[src/hdl/mptt_pkg.sv]
package mptt_pkg;

  localparam int MaxTimersDefault = 16;
  localparam int KeyW = 16;
  localparam int TimeW = 32;

  typedef enum logic [1:0] {
    OP_ADVANCE = 2'd0,
    OP_ADD     = 2'd1,
    OP_CHANGE  = 2'd2,
    OP_REMOVE  = 2'd3
  } op_t;

  typedef enum logic [1:0] {
    ST_OK        = 2'd0,
    ST_FULL      = 2'd1,
    ST_NOT_FOUND = 2'd2
  } status_t;

  typedef struct packed {
    logic             start;
    logic [TimeW-1:0] dividend;
    logic [TimeW-1:0] divisor;
  } div_req_t;

  typedef struct packed {
    logic             done;
    logic [TimeW-1:0] quotient;
    logic [TimeW-1:0] remainder;
  } div_rsp_t;

endpackage

[src/hdl/multi_periodic_timer_table_core.sv]
// Channel   Direction  Handshake        Fields
// command   in         start / busy     op, timer_key, period_us, elapsed_us
// result    out        strobe           fired_key, fire_count, status, last_result
//
// Add, and change or remove on an empty table, answer in the cycle after the transaction
// and leave busy low. Change and remove read and compare one entry at a time in S_READ and
// S_SCAN, and a remove then moves the last entry into the freed slot in S_MOVE.
// Advance walks each entry through S_READ, S_EVAL and S_WRITE; an entry that expires with a
// nonzero period also waits in S_DIV on the shared 32-step restoring divider.
// Reset empties the table at once. The receiver cannot stall; busy holds off commands.
module multi_periodic_timer_table_core #(
  parameter int MAX_TIMERS = mptt_pkg::MaxTimersDefault
) (
  input  logic                       clk,
  input  logic                       rst,
  input  logic                       start,
  output logic                       busy,
  input  logic [1:0]                 op,
  input  logic [mptt_pkg::KeyW-1:0]  timer_key,
  input  logic [mptt_pkg::TimeW-1:0] period_us,
  input  logic [mptt_pkg::TimeW-1:0] elapsed_us,
  output logic                       strobe,
  output logic [mptt_pkg::KeyW-1:0]  fired_key,
  output logic [mptt_pkg::TimeW-1:0] fire_count,
  output logic [1:0]                 status,
  output logic                       last_result
);
  import mptt_pkg::*;

  localparam int IdxW = (MAX_TIMERS > 1) ? $clog2(MAX_TIMERS) : 1;
  localparam int CntW = $clog2(MAX_TIMERS + 1);

  typedef enum logic [2:0] {
    S_IDLE, S_READ, S_EVAL, S_DIV, S_WRITE, S_SCAN, S_MOVE
  } state_t;

  state_t state;
  logic [KeyW-1:0]  mem_key  [MAX_TIMERS];
  logic [TimeW-1:0] mem_per  [MAX_TIMERS];
  logic [TimeW-1:0] mem_left [MAX_TIMERS];

  logic [CntW-1:0]  count;
  logic [CntW-1:0]  ptr;
  logic [1:0]       cmd_op;
  logic [KeyW-1:0]  cmd_key;
  logic [TimeW-1:0] cmd_per;
  logic [TimeW-1:0] cmd_dt;
  logic [KeyW-1:0]  rd_key;
  logic [TimeW-1:0] rd_per;
  logic [TimeW-1:0] rd_left;
  logic [IdxW-1:0]  hit;
  logic [IdxW-1:0]  rd_addr;
  logic             div_wait;
  div_req_t         dreq;
  div_rsp_t         drsp;

  logic [IdxW-1:0] ptr_idx;
  logic [IdxW-1:0] last_idx;
  logic            last_ent;
  assign ptr_idx = ptr[IdxW-1:0];
  assign last_idx = IdxW'(count - 1'b1);
  assign last_ent = (ptr + 1'b1) == count;

  mptt_divider u_div (.clk(clk), .rst(rst), .req(dreq), .rsp(drsp));

  assign dreq.start = (state == S_EVAL) && (rd_per != '0) && (cmd_dt >= rd_left);
  assign dreq.dividend = cmd_dt - rd_left;
  assign dreq.divisor = rd_per;

  always_ff @(posedge clk) begin
    rd_key  <= mem_key[rd_addr];
    rd_per  <= mem_per[rd_addr];
    rd_left <= mem_left[rd_addr];
  end

  always_comb begin
    rd_addr = ptr_idx;
    if (state == S_MOVE) rd_addr = last_idx;
  end

  always_ff @(posedge clk) begin
    if (rst) begin
      state <= S_IDLE;
      count <= '0;
      strobe <= 1'b0;
      div_wait <= 1'b0;
      ptr <= '0;
    end else begin
      strobe <= 1'b0;
      unique case (state)
        S_IDLE: begin
          if (start) begin
            cmd_op <= op;
            cmd_key <= timer_key;
            cmd_per <= period_us;
            cmd_dt <= elapsed_us;
            ptr <= '0;
            unique case (op_t'(op))
              OP_ADVANCE: if (count != '0) state <= S_READ;
              OP_ADD: begin
                strobe <= 1'b1;
                fired_key <= timer_key;
                fire_count <= '0;
                last_result <= 1'b1;
                if (count == CntW'(MAX_TIMERS)) begin
                  status <= ST_FULL;
                end else begin
                  status <= ST_OK;
                  mem_key[IdxW'(count)] <= timer_key;
                  mem_per[IdxW'(count)] <= period_us;
                  mem_left[IdxW'(count)] <= period_us;
                  count <= count + 1'b1;
                end
              end
              default: begin
                if (count == '0) begin
                  strobe <= 1'b1;
                  fired_key <= timer_key;
                  fire_count <= '0;
                  status <= ST_NOT_FOUND;
                  last_result <= 1'b1;
                end else begin
                  state <= S_READ;
                end
              end
            endcase
          end
        end
        S_READ: state <= (op_t'(cmd_op) == OP_ADVANCE) ? S_EVAL : S_SCAN;
        S_EVAL: begin
          fired_key <= rd_key;
          status <= ST_OK;
          last_result <= last_ent;
          if (rd_per == '0) begin
            fire_count <= TimeW'(1);
            state <= S_WRITE;
          end else if (cmd_dt >= rd_left) begin
            state <= S_DIV;
          end else begin
            fire_count <= '0;
            mem_left[ptr_idx] <= rd_left - cmd_dt;
            state <= S_WRITE;
          end
        end
        S_DIV: begin
          if (drsp.done) begin
            fire_count <= (drsp.quotient == '1) ? '1 : drsp.quotient + 1'b1;
            mem_left[ptr_idx] <= rd_per - drsp.remainder;
            state <= S_WRITE;
          end
        end
        S_WRITE: begin
          strobe <= 1'b1;
          ptr <= ptr + 1'b1;
          state <= last_ent ? S_IDLE : S_READ;
        end
        S_SCAN: begin
          if (rd_key == cmd_key) begin
            hit <= ptr_idx;
            if (op_t'(cmd_op) == OP_CHANGE) begin
              mem_per[ptr_idx] <= cmd_per;
              strobe <= 1'b1;
              fired_key <= cmd_key;
              fire_count <= '0;
              status <= ST_OK;
              last_result <= 1'b1;
              state <= S_IDLE;
            end else begin
              state <= S_MOVE;
              div_wait <= 1'b1;
            end
          end else if (last_ent) begin
            strobe <= 1'b1;
            fired_key <= cmd_key;
            fire_count <= '0;
            status <= ST_NOT_FOUND;
            last_result <= 1'b1;
            state <= S_IDLE;
          end else begin
            ptr <= ptr + 1'b1;
            state <= S_READ;
          end
        end
        S_MOVE: begin
          if (div_wait) begin
            div_wait <= 1'b0;
          end else begin
            mem_key[hit] <= rd_key;
            mem_per[hit] <= rd_per;
            mem_left[hit] <= rd_left;
            count <= count - 1'b1;
            strobe <= 1'b1;
            fired_key <= cmd_key;
            fire_count <= '0;
            status <= ST_OK;
            last_result <= 1'b1;
            state <= S_IDLE;
          end
        end
        default: state <= S_IDLE;
      endcase
    end
  end

  assign busy = (state != S_IDLE);

  property p_count_range;
    @(posedge clk) disable iff (rst) count <= CntW'(MAX_TIMERS);
  endproperty
  a_count_range: assert property (p_count_range) else $error("count overflow");

  property p_walk_in_range;
    @(posedge clk) disable iff (rst) (state == S_EVAL || state == S_SCAN) |-> ptr < count;
  endproperty
  a_walk_in_range: assert property (p_walk_in_range) else $error("walk past end");

  property p_idle_strobe_last;
    @(posedge clk) disable iff (rst) (strobe && state == S_IDLE) |-> last_result;
  endproperty
  a_idle_strobe_last: assert property (p_idle_strobe_last) else $error("missing last");

endmodule

[src/hdl/mptt_divider.sv]
module mptt_divider (
  input  logic              clk,
  input  logic              rst,
  input  mptt_pkg::div_req_t req,
  output mptt_pkg::div_rsp_t rsp
);
  import mptt_pkg::*;

  localparam int CntW = $clog2(TimeW + 1);

  logic [TimeW-1:0] quo;
  logic [TimeW-1:0] rem;
  logic [TimeW-1:0] dvs;
  logic [CntW-1:0]  cnt;
  logic             running;
  logic             done;
  logic [TimeW:0]   trial;
  logic [TimeW:0]   shifted;

  assign shifted = {rem, quo[TimeW-1]};
  assign trial = shifted - {1'b0, dvs};

  always_ff @(posedge clk) begin
    if (rst) begin
      running <= 1'b0;
      done <= 1'b0;
      cnt <= '0;
    end else begin
      done <= 1'b0;
      if (req.start) begin
        running <= 1'b1;
        quo <= req.dividend;
        rem <= '0;
        dvs <= req.divisor;
        cnt <= CntW'(TimeW);
      end else if (running) begin
        if (!trial[TimeW]) begin
          rem <= trial[TimeW-1:0];
          quo <= {quo[TimeW-2:0], 1'b1};
        end else begin
          rem <= shifted[TimeW-1:0];
          quo <= {quo[TimeW-2:0], 1'b0};
        end
        cnt <= cnt - 1'b1;
        if (cnt == CntW'(1)) begin
          running <= 1'b0;
          done <= 1'b1;
        end
      end
    end
  end

  assign rsp.done = done;
  assign rsp.quotient = quo;
  assign rsp.remainder = rem;

  property p_done_after_run;
    @(posedge clk) disable iff (rst) rsp.done |-> $past(running);
  endproperty
  a_done_after_run: assert property (p_done_after_run) else $error("done without run");

  property p_count_bounded;
    @(posedge clk) disable iff (rst) running |-> (cnt != '0);
  endproperty
  a_count_bounded: assert property (p_count_bounded) else $error("counter ran out");

  property p_start_restarts;
    @(posedge clk) disable iff (rst) req.start |=> (running && cnt == CntW'(TimeW));
  endproperty
  a_start_restarts: assert property (p_start_restarts) else $error("start lost");

endmodule
[config.mk]
export PLATFORM = sky130hd
export DESIGN_NAME = multi_periodic_timer_table_core
export DESIGN_NICKNAME = d
export VERILOG_FILES = /design/src/hdl/mptt_pkg.sv /design/src/hdl/multi_periodic_timer_table_core.sv /design/src/hdl/mptt_divider.sv
export SDC_FILE = /design/constraint.sdc
export NUM_CORES = 2
export LEC_CHECK = 0
export BUFFER_PORTS_ARGS = -buffer_cell sky130_fd_sc_hd__buf_2
export CAP_MARGIN = 20
export CORE_ASPECT_RATIO = 0.9
export CORE_MARGIN = 2
export CORE_UTILIZATION = 53
export CTS_BUF_LIST = sky130_fd_sc_hd__clkbuf_2 sky130_fd_sc_hd__clkbuf_4 sky130_fd_sc_hd__clkbuf_8
export DETAILED_ROUTE_END_ITERATION = 8
export PLACE_DENSITY = 0.67
export REMOVE_ABC_BUFFERS = 1
export SLEW_MARGIN = 20
export SYNTH_ARGS = -nofsm -noshare
export SYNTH_HDL_FRONTEND = slang
export SYNTH_SLANG_ARGS = --single-unit
[constraint.sdc]
create_clock -name clk -period 12.4 [get_ports clk]
set_input_delay 1.86 -clock clk [delete_from_list [all_inputs] [get_ports clk]]
set_output_delay 1.86 -clock clk [all_outputs]
set_load 0.05 [all_outputs]
After elaboration in Yosys (flattened, before gate mapping)
Memories as Yosys holds them, arrays and structs flattened. A register that Yosys moved wholly into a read port is not among the register bits.
Cells that the tools add are included.
- memory bits (writable): 1280
- flip-flop bits (word level): 256
- output and inout port bits: 53
- word-level logic and storage cells: 220
- memories: 3
- input port bits: 85
- $lt $le $gt $ge: 1
- equality and inequality tests: 30
- reduce and logical (&&, ||, !) cells: 33
- bitwise gates (word level): 3
- muxes and demuxes: 120
- $add $sub $neg: 9
- memories (memory ; words ; bits a word ; rd ports ; clocked after Yosys merged registers in ; wr ports ; line ; source):
    mem_left ; 16 ; 32 ; 1 ; 1 ; 1 ; multi_periodic_timer_table_core.sv:40 ; logic [TimeW-1:0] mem_left [MAX_TIMERS];
    mem_per ; 16 ; 32 ; 1 ; 1 ; 1 ; multi_periodic_timer_table_core.sv:39 ; logic [TimeW-1:0] mem_per [MAX_TIMERS];
    mem_key ; 16 ; 16 ; 1 ; 1 ; 1 ; multi_periodic_timer_table_core.sv:38 ; logic [KeyW-1:0] mem_key [MAX_TIMERS];
- operators with widths (kind ; number):
    $mux 32 ; 19
    $pmux 32 s5 ; 1
    $reduce_or 32->1 ; 4
    $mux 16 ; 7
    $sub 32x32->32 ; 3
    $pmux 16 s4 ; 1
    $pmux 32 s2 ; 1
    $mux 1 ; 48
    $mux 5 ; 7
    $sub 33x32->33 ; 1
    $add 32x1->32 const B ; 1
    $eq 32x32->1 const B ; 1
    $ge 32x32->1 ; 1
    $logic_not 32->1 ; 1
    $pmux 16 s2 ; 1
    $reduce_bool 32->1 ; 1
    $mux 3 ; 10
    $mux 4 ; 6
    $pmux 3 s7 ; 1
    $ne 2x2->1 const B ; 9
    $eq 16x16->1 ; 1
    $reduce_or 16->1 ; 1
    $pmux 5 s3 ; 1
    $mux 2 ; 6
    other kinds (40) ; 63

Longest topological paths before layout
- depth after elaboration: 10
- gate-level depth with buffers: 16

Hierarchy
From an unflattened synthesis, not the netlist that was laid out.
- cells, all modules: 4422
- area, all modules: 70500.1 um2
- modules (own cells, without submodules) (module ; instances ; cells each ; area an instance (um2)):
    multi_periodic_timer_table_core ; 1 ; 3879 ; 64503.1
    mptt_divider ; 1 ; 543 ; 5997.0

Worst setup path before layout
Ideal clock, no wire load.
- kind: input to register
- start: input port rst
- end: register cmd_dt[0] (enable)
- cell stages on the path: 3
- arrival: 5.697 ns
- setup time: 0.523 ns
- path slack: 6.181 ns
- path through: clkbuf_1 > clkbuf_1 > nor2_1
- longest elaborated chain between the ends: 2
- ends and longest elaborated chain (what ; line ; source):
    start, declared ; multi_periodic_timer_table_core.sv:15 ; input logic rst,
    $not 1->1 (no source line) ; -- ;
    $reduce_and 3->1 (no source line) ; -- ;
    end signal, assigned ; multi_periodic_timer_table_core.sv:96 ; cmd_dt <= elapsed_us;
    end, declared ; multi_periodic_timer_table_core.sv:47 ; logic [TimeW-1:0] cmd_dt;
No other way between the ends.
A chain may end at the register's enable or synchronous reset.

Final worst setup path
- start: register state[1]
- end: register rd_left[7], read port of mem_left
- longest elaborated chain between the ends: 2
- ends and longest elaborated chain (what ; line ; source):
    start, declared ; multi_periodic_timer_table_core.sv:37 ; state_t state;
    start signal, assigned ; multi_periodic_timer_table_core.sv:129 ; S_READ: state <= (op_t'(cmd_op) == OP_ADVANCE) ? S_EVAL : S_SCAN;
    start signal, assigned ; multi_periodic_timer_table_core.sv:155 ; state <= last_ent ? S_IDLE : S_READ;
    $eq 3x3->1 ; multi_periodic_timer_table_core.sv:78 ; if (state == S_MOVE) rd_addr = last_idx;
    $mux 4 ; multi_periodic_timer_table_core.sv:78 ;
    end, declared ; multi_periodic_timer_table_core.sv:50 ; logic [TimeW-1:0] rd_left;
No other way between the ends.

==> run_results.csv <==
group,metric,value,unit
outcome,status,"complete, no violations",
timing,worst_slew_pin_slew,1211,ps
routing,wl_met1,76600,µm
clock_network,tritoncts_clock_tree,"built",
clock_network,clock-sinks,1616,
timing,skew,70.14,ps
timing,hold_violations_final,0,
routing,final_antenna_net_count,0,
pwr,max-vdd-ir-drop,0.09972,mV
logic_synthesis,dominantRegCellSynth,"edfxtp_1",
global_route,pin_count_of_the_biggest_net_entering_global_routing,154,
final_layout,final_net_count,4911,
clock_network,insertion_delay,1000,ps
routing,dr_wl_met3,14340,µm
timing,clock.fmax,0.1927,GHz
die,initial_core_util,53.24,%
clock_network,cts_made_buffers,274,
worst_setup_path,required,13160,ps
job,timing.max_cap.violations,0,
logic_synthesis,post_synth_inst_count,4350,
clock_network,clk_path_buf_depth,4,
logic_synthesis,synth-edff-count,1513,
timing,rsz0062_at_grt,"false",
pwr,p_seq_share,54.3,%
clock_network,hold_buffers,0,
timing,setup-violations-final,0,
placed_design,place_hpwl,107400,µm
placed_design,place.detailed.instances,6142,
placed_design,post_placement_worst_setup_slack,6805,ps
worst_setup_path,worstPathCellList,"inv_1 -> nor2_2 -> nand2_1 -> o21ai_4 -> buf_4 -> buf_4 -> mux4_2 -> nor2b_1 -> a211oi_1 -> a21oi_1",
pwr,switching_share,21.79,%
pwr,power_frac_clock,41.4,%
worst_setup_path,largest_stage_delay_worst_path,830,ps
final_layout,synthToLayoutAreaGrowth,12.64,%
routing,detailedRoute.firstIterationViolations,3936,
routing,route.detailed.wl_per_inst,26.52,µm
worst_setup_path,worst_ep_arrival_time,5950,ps
worst_setup_path,timing.critical_path.slowest_stage_cell,"buf_4",
die,die_width,386.2,µm
clock_network,cts_max_level,5,
die,core,130900,µm²
global_route,grt-ovfl-total,0,
final_layout,utilization,59.98,%
global_route,grt_antenna_before_repair,16,
timing,final_min_period_over_clock_period,41.86,%
timing,finalHoldWorstSlack,501.8,ps
pwr,p_int,8.707,mW
worst_setup_path,timing.critical_path.mode_cell,"buf_4",
global_route,grt.total_usage,26.31,%
pwr,p_sw,2.427,mW
timing,period_needed,5190,ps
worst_setup_path,critical-path-top-delay-family,"buffers and inverters",
placed_design,place_area,73170,µm²
die,num_rows,126,
logic_synthesis,yosysWarningCount,0,
logic_synthesis,synth-seq-cells,1616,
clock_network,cts.clk_slew.worst_paths,60,ps
min_path,hold_path_class,"reg2reg",
pwr,power,11.13,mW
worst_setup_path,startpoint_type,"flop",
final_layout,layout.cells.most_common_list,"edfxtp_1, mux4_2, clkbuf_8",
placed_design,place.port_buffers,137,
final_layout,postLayoutCellArea,78480,µm²
clock_network,clock_tree.root_cell,"clkbuf_8",
routing,met2_wirelength,81390,µm
die,die_height,348.0,µm
routing,drtPass1Iterations,8,
timing,finalSetupTns,0,ps
routing,highest_layer,"met5",
logic_synthesis,synth_async_sr_flop_share,0,%
logic_synthesis,synth.avg_cell_area,16.02,µm²
worst_setup_path,critPathKind,"reg2reg",
pwr,power.static_leakage,27.30,nW
final_layout,final_layout_size_suffix_gt1_share,23.12,%
timing,fin_ws,7210,ps
die,ios,138,
worst_setup_path,crit_buf_inv,3,
global_route,grt_pass1_vias,39452,
placed_design,finalWeightedCongestion,0.9437,
routing,detail_route.wirelength,175600,µm
worst_setup_path,critical_path_peak_fanout,59,
pwr,power.combinational.fraction,4.4,%
global_route,grt_first_pass_wirelength,258100,µm
die,dieArea,134400,µm²
final_layout,stdcell_count,6623,
logic_synthesis,synth.yosys.seq_area_share,68.17,%
timing,finalMaxSlewViolations,0,
final_layout,final_common_cell,"edfxtp_1",
routing,detailroute.via_count,40260,
clock_network,post_cts_buffers,0,
timing,slew_headroom,19.25,%
logic_synthesis,post_synth_num_cell_types,83,
logic_synthesis,synth_area,69670,µm²
worst_setup_path,timing.critical_path.to_type,"flop",
clock_network,cts_resized,0,
routing,detail_route.drc_violations,0,
routing,number_of_vias_per_cell_after_detailed_routing,6.079,
pwr,power-per-cell-area,141.9,nW/µm²
-- final timing paths --
path	cells past startpoint	to	slack [ps]	from
worst max-delay path	10	rd_left[7]$_DFF_P_	7210	state[1]$_SDFFE_PP0P_
worst max register to register	10	rd_left[7]$_DFF_P_	7210	state[1]$_SDFFE_PP0P_
worst min-delay path	2	u_div.cnt[1]$_SDFFE_PP0P_	500	u_div.cnt[1]$_SDFFE_PP0P_
worst min register to register	2	u_div.cnt[1]$_SDFFE_PP0P_	500	u_div.cnt[1]$_SDFFE_PP0P_
-- routing by layer --
| layer | GRT usage [%] | vias to the layer above |
|---|---|---|
| li1 | - | 17726 |
| met4 | 6.937 | 16 |
| met3 | 5.009 | 261 |
| met5 | 0 | - |
| met2 | 39.95 | 1669 |
| met1 | 39.35 | 20588 |
-- power groups by stage --
stage / clock [mW] / combinational, mW / sequential [mW]
after detailed placement: 0 / 0.477 / 6.16
after global placement: 0 / 0.472 / 6.16
after global routing: 4.91 / 0.521 / 6.04
after floorplan: 0 / 0.253 / 6.20
final: 4.61 / 0.485 / 6.04
after CTS: 4.69 / 0.480 / 6.04
-- tightest hold or removal path: cells and delay by family, from the launching register on --
kind,cells,cell delay (ps)
simple gates,1,80
flops,1,320
compound gates,1,50
-- state kept, by name, summed over array words and instances, names as in the netlist, 6 cells and up --
register and count:
u_div.dvs 32, u_div.cnt 6, mem_key 256, fired_key 16
cmd_dt 32, mem_per 512, cmd_per 32, rd_per 32
u_div.quo 32, rd_left 32, mem_left 512, cmd_key 16
u_div.rem 32, rd_key 16, fire_count 32
-- cells by family (layout without fill, tap and decap cells) --
logic type | count (synthesis) | in the layout | share of synthesized area, %
AO/OA/AOI/OAI | 838 | 838 | 7.471
other | 0 | 8 | 0
flip-flops | 1616 | 1616 | 68.17
multiplexers | 472 | 472 | 12.54
buffers and inverters | 413 | 950 | 2.349
adder cells (fa/ha/maj) | 136 | 136 | 2.486
XOR/XNOR | 169 | 169 | 2.125
AND/OR/NAND/NOR | 706 | 706 | 4.854
-- synth_stat cells, types with 51 or more instances --
| cell | count | area share, % |
|---|---|---|
| edfxtp_1 | 1513 | 65 |
| mux4_2 | 320 | 10 |
| a21oi_1 | 278 | 2.0 |
| nand2_1 | 212 | 1.1 |
| nor2_1 | 197 | 1.1 |
| inv_1 | 188 | 1.0 |
| o21ai_0 | 183 | 1.3 |
| clkbuf_1 | 157 | 0.85 |
| mux2i_1 | 149 | 2.1 |
| ha_1 | 132 | 2.4 |
| xnor2_1 | 114 | 1.4 |
| dfxtp_1 | 103 | 3.0 |
| nor2b_1 | 98 | 0.88 |
| a211oi_1 | 96 | 1.0 |
| a21o_1 | 67 | 0.72 |
| xor2_1 | 55 | 0.69 |
| buf_2 | 51 | 0.37 |
-- layout make-up --
class	count	area, µm²
Fill cell	9844	52370
Sequential cell	1616	47500
Multi-Input combinational cell	2321	20950
Clock buffer	398	4896
Tap cell	1728	2162
Timing Repair Buffer	288	1886
Inverter	189	709.4
Clock inverter	75	362.8
Antenna cell	8	20.02
Power figures use the tool's default switching activity.
